File: config.mk
export PLATFORM = sky130hd
export DESIGN_NAME = parallel_formant_synthesizer
export DESIGN_NICKNAME = d
export VERILOG_FILES = /design/src/rtl/pfs_pkg.sv /design/src/rtl/parallel_formant_synthesizer.sv
export SDC_FILE = /design/constraint.sdc
export NUM_CORES = 2
export LEC_CHECK = 0
export BUFFER_PORTS_ARGS = -buffer_cell sky130_fd_sc_hd__buf_2
export CAP_MARGIN = 15
export CORE_MARGIN = 5
export CORE_UTILIZATION = 32
export CTS_CLUSTER_DIAMETER = 150
export DETAILED_ROUTE_END_ITERATION = 16
export PLACE_DENSITY = 0.44
export SLEW_MARGIN = 20
export SYNTH_ARGS = -nofsm -noshare
export SYNTH_HDL_FRONTEND = slang
export SYNTH_SLANG_ARGS = --single-unit
export TNS_END_PERCENT = 5
File: constraint.sdc
create_clock -name aclk -period 12.2 [get_ports aclk]
set_input_delay 0.61 -clock aclk [delete_from_list [all_inputs] [get_ports aclk]]
set_output_delay 0.61 -clock aclk [all_outputs]
set_load 0.05 [all_outputs]
File: src/rtl/pfs_pkg.sv
// ----------------------------------------------------------------------------
// pfs_pkg
// Field widths, register indexes and register reset values for the parallel
// formant synthesizer.
// ----------------------------------------------------------------------------
package pfs_pkg;

    // Fixed field widths
    localparam int N_W        = 10;  // period length
    localparam int B_W        = 18;  // resonator B, signed Q2.16
    localparam int D_W        = 24;  // resonator D, signed Q16.8
    localparam int C_W        = 16;  // resonator C, unsigned Q0.16
    localparam int GAIN_W     = 15;  // excitation peak, unsigned Q0.15
    localparam int SAMPLE_W   = 16;  // output sample
    localparam int STATE_W    = 32;  // resonator delay state
    localparam int COEF_N     = 4;   // resonators with coefficient ports
    localparam int CIDX_W     = 2;   // index into the decay registers
    localparam int CFG_IDX_W  = 3;
    localparam int CFG_DATA_W = 16;

    // Configuration register indexes
    localparam logic [CFG_IDX_W-1:0] REG_DECAY_FIRST   = 3'd0;
    localparam logic [CFG_IDX_W-1:0] REG_DECAY_SECOND  = 3'd1;
    localparam logic [CFG_IDX_W-1:0] REG_DECAY_THIRD   = 3'd2;
    localparam logic [CFG_IDX_W-1:0] REG_DECAY_FOURTH  = 3'd3;
    localparam logic [CFG_IDX_W-1:0] REG_PULSE_GAIN    = 3'd4;
    localparam logic [CFG_IDX_W-1:0] REG_GLOTTAL_SHAPE = 3'd5;

    // Glottal shape codes
    localparam logic SHAPE_TRIANGLE = 1'b0;
    localparam logic SHAPE_IMPULSE  = 1'b1;

    // Reset values
    localparam logic [C_W-1:0] DECAY_RST [COEF_N] =
        '{16'd64609, 16'd64242, 16'd63513, 16'd61906};
    localparam logic [GAIN_W-1:0] GAIN_RST  = 15'd8192;
    localparam logic              SHAPE_RST = SHAPE_IMPULSE;

    // Payload types
    typedef logic signed [B_W-1:0]     coef_b_t;
    typedef logic signed [D_W-1:0]     coef_d_t;
    typedef logic signed [STATE_W-1:0] res_state_t;

endpackage

File: src/rtl/parallel_formant_synthesizer.sv
// ----------------------------------------------------------------------------
// parallel_formant_synthesizer
// Glottal excitation driving up to four second-order resonators in parallel,
// one saturated 16-bit sample per input item.
// ----------------------------------------------------------------------------
// Usage: each input item is one sample tick and yields exactly one sample.
// The block takes one item at a time; s_ready is high only while it is idle.
// All arithmetic goes through one shared 32x25 signed multiplier under a small
// sequencer: four steps per resonator (multiplier passes B*recent, C*older
// and D*new older, then the accumulate). A triangle item inside its rising or
// falling slope also runs a restoring divider, one quotient bit per cycle over
// 25 bits. A result still waiting on m_ready holds the final step until it is
// taken. Registers are written through the cfg_ channel, which is always
// ready; write them only while the block is idle.
// ----------------------------------------------------------------------------
module parallel_formant_synthesizer #(
    parameter int NUM_RESONATORS = 4,
    parameter int MAX_PERIOD     = 1023
) (
    input  logic                               aclk,
    input  logic                               aresetn,
    // input items
    input  logic                               s_valid,
    output logic                               s_ready,
    input  logic                               s_period_start,
    input  logic [pfs_pkg::N_W-1:0]            s_period_length,
    input  logic signed [pfs_pkg::B_W-1:0]     s_coef_b_first,
    input  logic signed [pfs_pkg::B_W-1:0]     s_coef_b_second,
    input  logic signed [pfs_pkg::B_W-1:0]     s_coef_b_third,
    input  logic signed [pfs_pkg::B_W-1:0]     s_coef_b_fourth,
    input  logic signed [pfs_pkg::D_W-1:0]     s_coef_d_first,
    input  logic signed [pfs_pkg::D_W-1:0]     s_coef_d_second,
    input  logic signed [pfs_pkg::D_W-1:0]     s_coef_d_third,
    input  logic signed [pfs_pkg::D_W-1:0]     s_coef_d_fourth,
    // result items
    output logic                               m_valid,
    input  logic                               m_ready,
    output logic signed [pfs_pkg::SAMPLE_W-1:0] m_sample,
    // configuration writes
    input  logic                               cfg_valid,
    output logic                               cfg_ready,
    input  logic [pfs_pkg::CFG_IDX_W-1:0]      cfg_index,
    input  logic [pfs_pkg::CFG_DATA_W-1:0]     cfg_data
);
    import pfs_pkg::*;

    localparam int ACTIVE  = (NUM_RESONATORS < COEF_N) ? NUM_RESONATORS : COEF_N;
    localparam int RIDX_W  = (ACTIVE > 1) ? $clog2(ACTIVE) : 1;
    localparam int POS_W   = $clog2(MAX_PERIOD + 1);
    localparam int CMP_W   = (POS_W > N_W) ? POS_W : N_W;
    localparam int MULA_W  = STATE_W;
    localparam int MULB_W  = D_W + 1;
    localparam int PROD_W  = MULA_W + MULB_W;
    localparam int RND_W   = PROD_W - 16;
    localparam int SUM_W   = RND_W + 2;
    localparam int ACC_W   = PROD_W + 2;
    localparam int K_W     = N_W;
    localparam int DIVR_W  = N_W - 1;
    localparam int DIVN_W  = GAIN_W + K_W;
    localparam int DCNT_W  = $clog2(DIVN_W);
    localparam int OUT_SH  = 23;

    localparam logic signed [PROD_W-1:0] RND_HALF =
        $signed({{(PROD_W-16){1'b0}}, 1'b1, 15'b0});
    localparam logic signed [ACC_W-1:0] OUT_HALF =
        $signed({{(ACC_W-OUT_SH){1'b0}}, 1'b1, {(OUT_SH-1){1'b0}}});

    typedef enum logic [3:0] {
        S_IDLE, S_EXC, S_GMUL, S_DIV, S_RB, S_RC, S_RN, S_RA, S_OUT
    } state_t;

    // registers
    state_t                   state_reg, state_next;
    logic [RIDX_W-1:0]        r_reg, r_next;
    logic [POS_W-1:0]         period_position_reg, period_position_next;
    logic [POS_W-1:0]         pos_reg, pos_next;
    logic [N_W-1:0]           n_reg, n_next;
    coef_b_t                  b_reg [ACTIVE];
    coef_b_t                  b_next [ACTIVE];
    coef_d_t                  d_reg [ACTIVE];
    coef_d_t                  d_next [ACTIVE];
    res_state_t               recent_reg [ACTIVE];
    res_state_t               recent_next [ACTIVE];
    res_state_t               older_reg [ACTIVE];
    res_state_t               older_next [ACTIVE];
    logic [C_W-1:0]           decay_reg [COEF_N];
    logic [C_W-1:0]           decay_next [COEF_N];
    logic [GAIN_W-1:0]        gain_reg, gain_next;
    logic                     shape_reg, shape_next;
    logic [GAIN_W-1:0]        x_reg, x_next;
    logic [K_W-1:0]           k_reg, k_next;
    logic [DIVR_W-1:0]        div_reg, div_next;
    logic                     falling_reg, falling_next;
    logic [DIVN_W-1:0]        num_reg, num_next;
    logic [DIVR_W-1:0]        rem_reg, rem_next;
    logic [DCNT_W-1:0]        cnt_reg, cnt_next;
    logic signed [PROD_W-1:0] prod_reg, prod_next;
    logic signed [RND_W-1:0]  t1_reg, t1_next;
    logic signed [ACC_W-1:0]  acc_reg, acc_next;
    logic                     m_valid_reg, m_valid_next;
    logic signed [SAMPLE_W-1:0] m_sample_reg, m_sample_next;

    // shared multiplier
    logic signed [MULA_W-1:0] mul_a;
    logic signed [MULB_W-1:0] mul_b;
    logic signed [PROD_W-1:0] mul_p;

    coef_b_t b_in [COEF_N];
    coef_d_t d_in [COEF_N];

    assign b_in = '{s_coef_b_first, s_coef_b_second, s_coef_b_third, s_coef_b_fourth};
    assign d_in = '{s_coef_d_first, s_coef_d_second, s_coef_d_third, s_coef_d_fourth};

    assign s_ready   = (state_reg == S_IDLE);
    assign cfg_ready = 1'b1;
    assign m_valid   = m_valid_reg;
    assign m_sample  = m_sample_reg;

    // product rounded to nearest at a shift of 16, halves upwards
    function automatic logic signed [RND_W-1:0] rnd16(input logic signed [PROD_W-1:0] p);
        logic signed [PROD_W-1:0] q;
        q = p + RND_HALF;
        return $signed(q[PROD_W-1:16]);
    endfunction

    // operand selection for the shared multiplier
    always_comb begin
        case (state_reg)
            S_GMUL: begin
                mul_a = $signed({{(MULA_W-GAIN_W){1'b0}}, gain_reg});
                mul_b = $signed({{(MULB_W-K_W){1'b0}}, k_reg});
            end
            S_RB: begin
                mul_a = recent_reg[r_reg];
                mul_b = MULB_W'(b_reg[r_reg]);
            end
            S_RC: begin
                mul_a = older_reg[r_reg];
                mul_b = $signed({{(MULB_W-C_W){1'b0}}, decay_reg[CIDX_W'(r_reg)]});
            end
            default: begin
                mul_a = recent_reg[r_reg];
                mul_b = MULB_W'(d_reg[r_reg]);
            end
        endcase
    end

    assign mul_p = PROD_W'(mul_a) * PROD_W'(mul_b);

    // sequencer and datapath next values
    always_comb begin
        logic [POS_W-1:0]     pos_now;
        logic [CMP_W-1:0]     pos_c, n_c, t1_c, t2_c, k_c;
        logic [DIVR_W:0]      trial, diff;
        logic                 qbit;
        logic [GAIN_W-1:0]    quot;
        logic signed [SUM_W-1:0] sum;
        logic signed [ACC_W-1:0] ar;
        logic [ACC_W-OUT_SH-SAMPLE_W:0] top;

        state_next           = state_reg;
        r_next               = r_reg;
        period_position_next = period_position_reg;
        pos_next             = pos_reg;
        n_next               = n_reg;
        b_next               = b_reg;
        d_next               = d_reg;
        recent_next          = recent_reg;
        older_next           = older_reg;
        decay_next           = decay_reg;
        gain_next            = gain_reg;
        shape_next           = shape_reg;
        x_next               = x_reg;
        k_next               = k_reg;
        div_next             = div_reg;
        falling_next         = falling_reg;
        num_next             = num_reg;
        rem_next             = rem_reg;
        cnt_next             = cnt_reg;
        prod_next            = prod_reg;
        t1_next              = t1_reg;
        acc_next             = acc_reg;
        m_valid_next         = m_valid_reg;
        m_sample_next        = m_sample_reg;

        pos_now = '0;
        pos_c   = CMP_W'(pos_reg);
        n_c     = CMP_W'(n_reg);
        t1_c    = n_c >> 2;
        t2_c    = n_c >> 1;
        k_c     = '0;
        trial   = {rem_reg, num_reg[DIVN_W-1]};
        diff    = trial - {1'b0, div_reg};
        qbit    = 1'b0;
        quot    = '0;
        sum     = '0;
        ar      = acc_reg + OUT_HALF;
        top     = ar[ACC_W-1:OUT_SH+SAMPLE_W-1];

        // register writes
        if (cfg_valid) begin
            case (cfg_index)
                REG_DECAY_FIRST:   decay_next[0] = cfg_data[C_W-1:0];
                REG_DECAY_SECOND:  decay_next[1] = cfg_data[C_W-1:0];
                REG_DECAY_THIRD:   decay_next[2] = cfg_data[C_W-1:0];
                REG_DECAY_FOURTH:  decay_next[3] = cfg_data[C_W-1:0];
                REG_PULSE_GAIN:    gain_next     = cfg_data[GAIN_W-1:0];
                REG_GLOTTAL_SHAPE: shape_next    = cfg_data[0];
                default: ;
            endcase
        end

        // output register drains independently of the sequencer
        if (m_valid_reg && m_ready) begin
            m_valid_next = 1'b0;
        end

        case (state_reg)
            S_IDLE: begin
                if (s_valid) begin
                    pos_now  = s_period_start ? '0 : period_position_reg;
                    pos_next = pos_now;
                    period_position_next = (pos_now == POS_W'(MAX_PERIOD)) ?
                                           POS_W'(MAX_PERIOD) : pos_now + 1'b1;
                    n_next   = s_period_length;
                    for (int i = 0; i < ACTIVE; i++) begin
                        b_next[i] = b_in[i];
                        d_next[i] = d_in[i];
                    end
                    acc_next   = '0;
                    state_next = S_EXC;
                end
            end

            // excitation: impulse, or pick the triangle slope to divide
            S_EXC: begin
                r_next     = '0;
                state_next = S_RB;
                if (shape_reg == SHAPE_IMPULSE) begin
                    x_next = (pos_reg == '0) ? gain_reg : '0;
                end else if (pos_c >= n_c) begin
                    x_next = '0;
                end else if (pos_c <= t1_c) begin
                    if (t1_c == '0) begin
                        x_next = gain_reg;
                    end else begin
                        k_next       = pos_c[K_W-1:0];
                        div_next     = t1_c[DIVR_W-1:0];
                        falling_next = 1'b0;
                        state_next   = S_GMUL;
                    end
                end else if ((pos_c < t1_c + t2_c) && (t2_c != '0)) begin
                    k_c          = pos_c - t1_c;
                    k_next       = k_c[K_W-1:0];
                    div_next     = t2_c[DIVR_W-1:0];
                    falling_next = 1'b1;
                    state_next   = S_GMUL;
                end else begin
                    x_next = '0;
                end
            end

            // dividend gain*k straight into the divider
            S_GMUL: begin
                num_next   = mul_p[DIVN_W-1:0];
                rem_next   = '0;
                cnt_next   = '0;
                state_next = S_DIV;
            end

            // restoring division, one quotient bit per cycle
            S_DIV: begin
                if (trial >= {1'b0, div_reg}) begin
                    rem_next = diff[DIVR_W-1:0];
                    qbit     = 1'b1;
                end else begin
                    rem_next = trial[DIVR_W-1:0];
                end
                num_next = {num_reg[DIVN_W-2:0], qbit};
                cnt_next = cnt_reg + 1'b1;
                if (cnt_reg == DCNT_W'(DIVN_W - 1)) begin
                    quot       = num_next[GAIN_W-1:0];
                    x_next     = falling_reg ? gain_reg - quot : quot;
                    state_next = S_RB;
                end
            end

            // B * recent
            S_RB: begin
                prod_next  = mul_p;
                state_next = S_RC;
            end

            // C * older
            S_RC: begin
                t1_next    = rnd16(prod_reg);
                prod_next  = mul_p;
                state_next = S_RN;
            end

            // new state, shift the delay line, D * (new older)
            S_RN: begin
                sum = SUM_W'(t1_reg) - SUM_W'(rnd16(prod_reg))
                    + SUM_W'($signed({1'b0, x_reg}));
                if (!((&sum[SUM_W-1:STATE_W-1]) || !(|sum[SUM_W-1:STATE_W-1]))) begin
                    recent_next[r_reg] = sum[SUM_W-1] ? $signed({1'b1, {(STATE_W-1){1'b0}}})
                                                      : $signed({1'b0, {(STATE_W-1){1'b1}}});
                end else begin
                    recent_next[r_reg] = sum[STATE_W-1:0];
                end
                older_next[r_reg] = recent_reg[r_reg];
                prod_next         = mul_p;
                state_next        = S_RA;
            end

            // accumulate and step to the next resonator
            S_RA: begin
                acc_next = acc_reg + ACC_W'(prod_reg);
                if (r_reg == RIDX_W'(ACTIVE - 1)) begin
                    state_next = S_OUT;
                end else begin
                    r_next     = r_reg + 1'b1;
                    state_next = S_RB;
                end
            end

            // round, saturate and hand over to the output register
            S_OUT: begin
                if (!m_valid_reg || m_ready) begin
                    if ((&top) || !(|top)) begin
                        m_sample_next = ar[OUT_SH+SAMPLE_W-1:OUT_SH];
                    end else begin
                        m_sample_next = ar[ACC_W-1] ? $signed({1'b1, {(SAMPLE_W-1){1'b0}}})
                                                    : $signed({1'b0, {(SAMPLE_W-1){1'b1}}});
                    end
                    m_valid_next = 1'b1;
                    state_next   = S_IDLE;
                end
            end

            default: begin
                state_next = S_IDLE;
            end
        endcase
    end

    // state and registered outputs
    always_ff @(posedge aclk) begin
        pos_reg      <= pos_next;
        n_reg        <= n_next;
        b_reg        <= b_next;
        d_reg        <= d_next;
        x_reg        <= x_next;
        k_reg        <= k_next;
        div_reg      <= div_next;
        falling_reg  <= falling_next;
        num_reg      <= num_next;
        rem_reg      <= rem_next;
        cnt_reg      <= cnt_next;
        prod_reg     <= prod_next;
        t1_reg       <= t1_next;
        acc_reg      <= acc_next;
        m_sample_reg <= m_sample_next;
        if (!aresetn) begin
            state_reg           <= S_IDLE;
            r_reg               <= '0;
            period_position_reg <= '0;
            decay_reg           <= DECAY_RST;
            gain_reg            <= GAIN_RST;
            shape_reg           <= SHAPE_RST;
            m_valid_reg         <= 1'b0;
            for (int i = 0; i < ACTIVE; i++) begin
                recent_reg[i] <= '0;
                older_reg[i]  <= '0;
            end
        end else begin
            state_reg           <= state_next;
            r_reg               <= r_next;
            period_position_reg <= period_position_next;
            decay_reg           <= decay_next;
            gain_reg            <= gain_next;
            shape_reg           <= shape_next;
            m_valid_reg         <= m_valid_next;
            recent_reg          <= recent_next;
            older_reg           <= older_next;
        end
    end

    // position counter saturates at the longest period
    assert property (@(posedge aclk) disable iff (!aresetn)
        period_position_reg <= POS_W'(MAX_PERIOD))
        else $error("period position beyond its limit");

    // an accepted item keeps the block busy in the next cycle
    assert property (@(posedge aclk) disable iff (!aresetn)
        (s_valid && s_ready) |=> !s_ready)
        else $error("ready again straight after an item");

    // resonator index stays within the active resonators
    assert property (@(posedge aclk) disable iff (!aresetn)
        r_reg <= RIDX_W'(ACTIVE - 1))
        else $error("resonator index out of range");

    // divider remainder stays below the divisor
    assert property (@(posedge aclk) disable iff (!aresetn)
        (state_reg == S_DIV) |-> (rem_reg < div_reg))
        else $error("divider remainder not below divisor");

    // a result only appears out of the final step
    assert property (@(posedge aclk) disable iff (!aresetn)
        $rose(m_valid_reg) |-> $past(state_reg == S_OUT))
        else $error("result raised outside the output step");

endmodule
# ---- Word-level counts from Yosys, hierarchy flattened
# Index checks and enable logic that the tools add are counted.
dict set report word_totals {
  register_bits 788
  in_bits 203
  out_inout_bits 19
  wordCells 190
}
dict set report classes {
  addsub 12
  n_mul 1
  n_lt_le_gt_ge 6
  eq_ne 23
  n_mux 69
  bitwise 3
  n_reduce_logical 37
}
# cell n
set op_table {}
lappend op_table {{$bwmux W128} 3}
lappend op_table {{$mux W32} 6}
lappend op_table {{$bmux W32 S2} 2}
lappend op_table {{$mux W128} 1}
lappend op_table {{$mux W15} 8}
lappend op_table {{$pmux W59 S2} 1}
lappend op_table {{$pmux W25 S3} 1}
lappend op_table {{$demux W32 S2} 1}
lappend op_table {{$mux W16} 4}
lappend op_table {{$pmux W32 S2} 1}
lappend op_table {{$add A59 B24 Y59 const B} 1}
lappend op_table {{$add A59 B57 Y59} 1}
lappend op_table {{$mux W59} 1}
lappend op_table {{$add A57 B17 Y57 const B} 1}
lappend op_table {{$mul A32 B25 Y57} 1}
lappend op_table {{$mux W10} 5}
lappend op_table {{$pmux W25 S2} 1}
lappend op_table {{$bmux W24 S2} 1}
lappend op_table {{$mux W24} 2}
lappend op_table {{$add A42 B16 Y43} 1}
lappend op_table {{$sub A41 B41 Y42} 1}
lappend op_table {{$bmux W18 S2} 1}
lappend op_table {{$mux W18} 2}
lappend op_table {{$mux W9} 4}
lappend op_table {{other kinds (54)} 100}

# ---- Depth between registers and ports, before layout
dict set report logic_depth {
  word_depth 8
  mapped_depth 37
  depth_no_buf 35
}

# ---- Worst setup path before layout
# No wires, ideal clock.
dict set report synth_path {
  path_kind {reg-to-reg}
  startpoint {register state_reg[2]}
  endpoint {register prod_reg[44], data pin}
  arrival_ps 9392
  path_slack_ps 2549
  path_stages_with_launch 34
  period_less_slack_ps 9651
  cell_sequence {dfxtp_1 -> clkbuf_1 -> nand2b_1 -> nor2_1 -> clkbuf_1 -> clkbuf_1 -> buf_1 -> a22oi_1 -> clkbuf_1 -> nor2_1 -> fa_1 -> fa_1 -> inv_1 -> fa_1 -> fa_1 -> inv_1 -> fa_1 -> fa_1 -> inv_1 -> fa_1 -> inv_1 -> ha_1 -> clkbuf_1 -> a2111o_1 -> o22ai_1 -> o21ai_0 -> a31o_2 -> or2_2 -> a31oi_1 -> o21ai_0 -> nand3_1 -> a41oi_1 -> nor2_1 -> xnor2_1}
}
dict set report synth_via {
  elab_chain_cells 3
  elab_cells_between_ends 6
  classes_between {mul (1); eq/ne (3); mux (2)}
}
# element line
set synth_rtl {}
lappend synth_rtl {{start, declared} parallel_formant_synthesizer.sv:73} ;# state_t state_reg, state_next;
lappend synth_rtl {{start signal, assigned} parallel_formant_synthesizer.sv:377} ;# state_reg <= state_next;
lappend synth_rtl {{$eq A4 B3 Y1 / $eq A4 B2 Y1 (equally long branches)} parallel_formant_synthesizer.sv:128} ;# case (state_reg)
lappend synth_rtl {{$pmux W25 S3 / $pmux W32 S2 (equally long branches)} parallel_formant_synthesizer.sv:128}
lappend synth_rtl {{$mul A32 B25 Y57 (*)} parallel_formant_synthesizer.sv:148} ;# assign mul_p = PROD_W'(mul_a) * PROD_W'(mul_b);
lappend synth_rtl {{named net mul_p[44]} parallel_formant_synthesizer.sv:106} ;# logic signed [PROD_W-1:0] mul_p;
lappend synth_rtl {{end signal, assigned} parallel_formant_synthesizer.sv:360} ;# prod_reg <= prod_next;
lappend synth_rtl {{end, declared} parallel_formant_synthesizer.sv:97} ;# logic signed [PROD_W-1:0] prod_reg, prod_next;
# The timed path passes the listed nets; every way through them passes the cells marked *.
# A chain may end at the register's enable or synchronous reset.

# ---- Worst setup path in the final report
dict set report layout_path {
  startpoint {register r_reg[0]}
  endpoint {register prod_reg[44], data pin}
}
dict set report layout_via {
  elab_chain_cells 6
  elab_cells_between_ends 19
  classes_between {mul (1); mux (17); bitwise (1)}
}
# element line
set layout_rtl {}
lappend layout_rtl {{start, declared} parallel_formant_synthesizer.sv:74} ;# logic [RIDX_W-1:0] r_reg, r_next;
lappend layout_rtl {{start signal, assigned} parallel_formant_synthesizer.sv:378} ;# r_reg <= r_next;
lappend layout_rtl {{$not A2 Y3 (not written as such) (*)} -}
lappend layout_rtl {{$bmux W24 S2 (tied with other cells)} parallel_formant_synthesizer.sv:143} ;# mul_b = MULB_W'(d_reg[r_reg]);
lappend layout_rtl {{$mux W24 (not written as such) (tied with other cells) (2 in series)} parallel_formant_synthesizer.sv:143}
lappend layout_rtl {{$pmux W25 S3 / $pmux W32 S2 (equally long branches)} parallel_formant_synthesizer.sv:128}
lappend layout_rtl {{$mul A32 B25 Y57 (*)} parallel_formant_synthesizer.sv:148}
lappend layout_rtl {{named net mul_p[44]} parallel_formant_synthesizer.sv:106}
# The timed path passes the listed nets; every way through them passes the cells marked *. The select of a mux whose other input is x is not followed.

==> flow_metrics.env <==
export IMPL_grt_util_met2_pct=33.3
export IMPL_chipWidth_um=477
export IMPL_rsz0062_at_grt="false"
export IMPL_drt_total_wl_um=241000
export IMPL_drc=0
export IMPL_synth_edf_count=435
export IMPL_ir_drop_mv=0.146
export IMPL_worst_path_max_fanout=41
export IMPL_r2r_end="prod_reg[44]$_DFFE_PP_"
export IMPL_clockBufferDepth=3
export IMPL_fmax_ghz=0.0944
export IMPL_die_h_um=477
export IMPL_synth_common_cells="1053 x nand2_1, 992 x inv_1, 840 x fa_1, 607 x nor2_1, 435 x edfxtp_1"
export IMPL_nNetsFinal=8874
export IMPL_start_util_pct=32.1
export IMPL_netlist_instances=7279
export IMPL_clock_sinks=788
export IMPL_syn_num_nets=8680
export IMPL_synthXorXnorAreaFrac_pct=2.92
export IMPL_hold_path_class="primary input to register"
export IMPL_cp_data_arrival_time_ns=11.02
export IMPL_rrSetupSlack_ns=1.61
export IMPL_min_period_ns=10.59
export IMPL_wl_per_cell_um=23.2
export IMPL_ys_async_sr_fraction_pct=0
export IMPL_startpoint_type="register"
export IMPL_yosysWarnings=0
export IMPL_grt_busiest_layer="met2"
export IMPL_n_fill_cell=21700
export IMPL_cts_made_buffers=93
export IMPL_dp_cells=10100
export IMPL_synth_top_family_by_area="adder cells"
export IMPL_synth_area_leaders="fa_1 24%, edfxtp_1 19%, dfxtp_1 10%, ha_1 6.4%, nand2_1 5.7%"
export IMPL_dieArea_um2=228000
export IMPL_firstDrtPassIters=5
export IMPL_p_leak_nw=33.8
export IMPL_hold_viol=0
export IMPL_overflow=0
export IMPL_hpwl_um=183000
export IMPL_ys_ff_latch=788
export IMPL_rows=171
export IMPL_globalRouteTotalUtil_pct=20.9
export IMPL_synth_top_area_share_pct=24.1
export IMPL_min_to="b_reg[7]$_DFFE_PP_"
export IMPL_drtIter0Drc=3952
export IMPL_regArea_um2=20100
export IMPL_ys_seq_area_share_pct=28.8
export IMPL_worstRegToRegCells=29
export IMPL_slew_violations=0
export IMPL_syn_to_final_growth_pct=12.6
export IMPL_maxSlewHeadroom_pct=25.4
export IMPL_syn_avg_cell_area_um2=9.59
export IMPL_worstHoldStart="s_coef_b_fourth[7]"
export IMPL_synth_compound_area_share_pct=11.1
export IMPL_antenna_found_initial=6
export IMPL_ys_types=85
export IMPL_htree_levels=3
export IMPL_grt_pass1_wl_um=363000
export IMPL_setup_viol=0
export IMPL_cts_resized=0
export IMPL_synth_simple_area_share_pct=14.4
export IMPL_antenna_left=0
export IMPL_drive_gt1_share_pct=9.79
export IMPL_cp_data_required_time_ns=12.63
export IMPL_synth_area_um2=69800
export IMPL_clk_pin_slew_ns=0.06
export IMPL_crit_top_cell="fa_1"
export IMPL_grt_use_met3_pct=3.10
export IMPL_worstSetupPathType="register to register"
export IMPL_final_cells=10400
export IMPL_maxCapViolCount=0
export IMPL_routabilityCongestion=0.887
export IMPL_clock_root_buffer="clkbuf_16"
export IMPL_hold_path_cell_count=1
export IMPL_grt_met1_usage_pct=29.9
export IMPL_end_kind="register"
export IMPL_io_pins=222
export IMPL_fin_tns_setup_ns=0
export IMPL_grt_pass1_vias=55000
export IMPL_grt_max_degree=159
export IMPL_worstReg2RegStart="r_reg[0]$_SDFFE_PN0P_"
export IMPL_yosysTopAreaCell="fa_1"
export IMPL_multi_input_area_um2=44600
export IMPL_cts_tree="yes"
export IMPL_ys_flop_type="edfxtp_1"
export IMPL_outcome="complete, no violations"
export IMPL_clkLatencyLatePin_ns=0.74
export IMPL_vias_per_cell=5.10
export IMPL_synth_most_common_cell="nand2_1"
export IMPL_synthMuxAreaShare_pct=4.65
export IMPL_max_slew_worst_pin_slew_ns=1.12
export IMPL_vias=53100
export IMPL_cts_setup_buffers=0
export IMPL_skew_ns=0.0665
export IMPL_max_stage_delay_ns=0.98
export IMPL_core_um2=217000
export IMPL_holdBufCountCts=122
export IMPL_synthAdderAreaFrac_pct=30.5
export IMPL_period_share_pct=86.8
export IMPL_powerDensity_nw_per_um2=101
export IMPL_port_buffers=220
export IMPL_worst_path_max_delay_cell="dfxtp_4"
[worst max-delay path, delay by kind of cell, from the launching register on]
family	cells	cell delay, ns
compound gates	7	2.02
xor+xnor	1	0.08
fa+ha+maj	8	3.74
buf+inv	5	0.68
flops	1	0.98
mux	1	0.71
simple gates	7	2.04
[per-stage QoR]
stage,hold WS (ns),power (mW),instance area (µm²),worst slack (ns),utilization (%)
final,0.0582,7.96,78600,1.61,36.2
after global routing,0.00228,8.34,78600,1.14,36.2
after CTS,0.0000487,8.03,78600,1.53,36.2
after detailed placement,0.449,5.07,74200,1.60,34.1
after global placement,0.447,5.06,74100,1.62,34.1
after floorplan,0.435,4.34,69800,2.55,-
[layer usage]
layer	part of all wire [%]	vias up
li1	-	24300
met1	47	26900
met2	45	1580
met3	5.6	277
met4	2.5	6
met5	0.020	-
[logic make-up after synthesis]
group / count (synthesis)
DFF: 788
adders and majority gates: 1198
buffers and inverters: 1372
muxes: 171
and+or+nand+nor: 2314
AOI/OAI and AO/OA: 1202
xor gates and xnor gates: 233
other: 1
[how the worst max path moves through the flow]
stage                               from                     end  slack [ns]  depth (start not counted)
6_report           r_reg[0]$_SDFFE_PN0P_  prod_reg[44]$_DFFE_PP_        1.61                         29
4_1_cts            r_reg[0]$_SDFFE_PN0P_  prod_reg[56]$_DFFE_PP_        1.53                         27
5_1_grt        state_reg[1]$_SDFFE_PN0P_  prod_reg[56]$_DFFE_PP_        1.14                         31
3_3_place_gp       r_reg[0]$_SDFFE_PN0P_  prod_reg[44]$_DFFE_PP_        1.62                         29
3_5_place_dp       r_reg[0]$_SDFFE_PN0P_  prod_reg[56]$_DFFE_PP_        1.60                         27
2_1_floorplan  state_reg[2]$_SDFFE_PN0P_  prod_reg[44]$_DFFE_PP_        2.55                         33
[layout make-up]
cell class | count | area share, %
Tap cell | 2854 | 4.55
Clock inverter | 58 | 0.839
Timing Repair Buffer | 478 | 4.29
Inverter | 993 | 4.75
Sequential cell | 788 | 25.6
Antenna cell | 1 | 0.00319
Clock buffer | 115 | 3.21
Multi-Input combinational cell | 5119 | 56.7
[power breakdown]
part           total [mW]  internal, mW  switching [mW]
registers            3.07          2.97           0.103
clock network        2.90          1.66            1.25
logic                1.99         0.680            1.31
[cell usage in the layout, fill, tap and decap left out, drive strengths merged, types with 90 or more instances in the layout]
master	instances
nor2	607
nand3	241
xor2	90
a21oi	344
dlygate4sd3	122
edfxtp	435
a21o	100
dfxtp	353
inv	997
fa	840
mux4	121
ha	358
nand2	1053
o21ai	292
buf	355
clkbuf	116
xnor2	143
a21boi	185
Power figures use the tool's default switching activity.
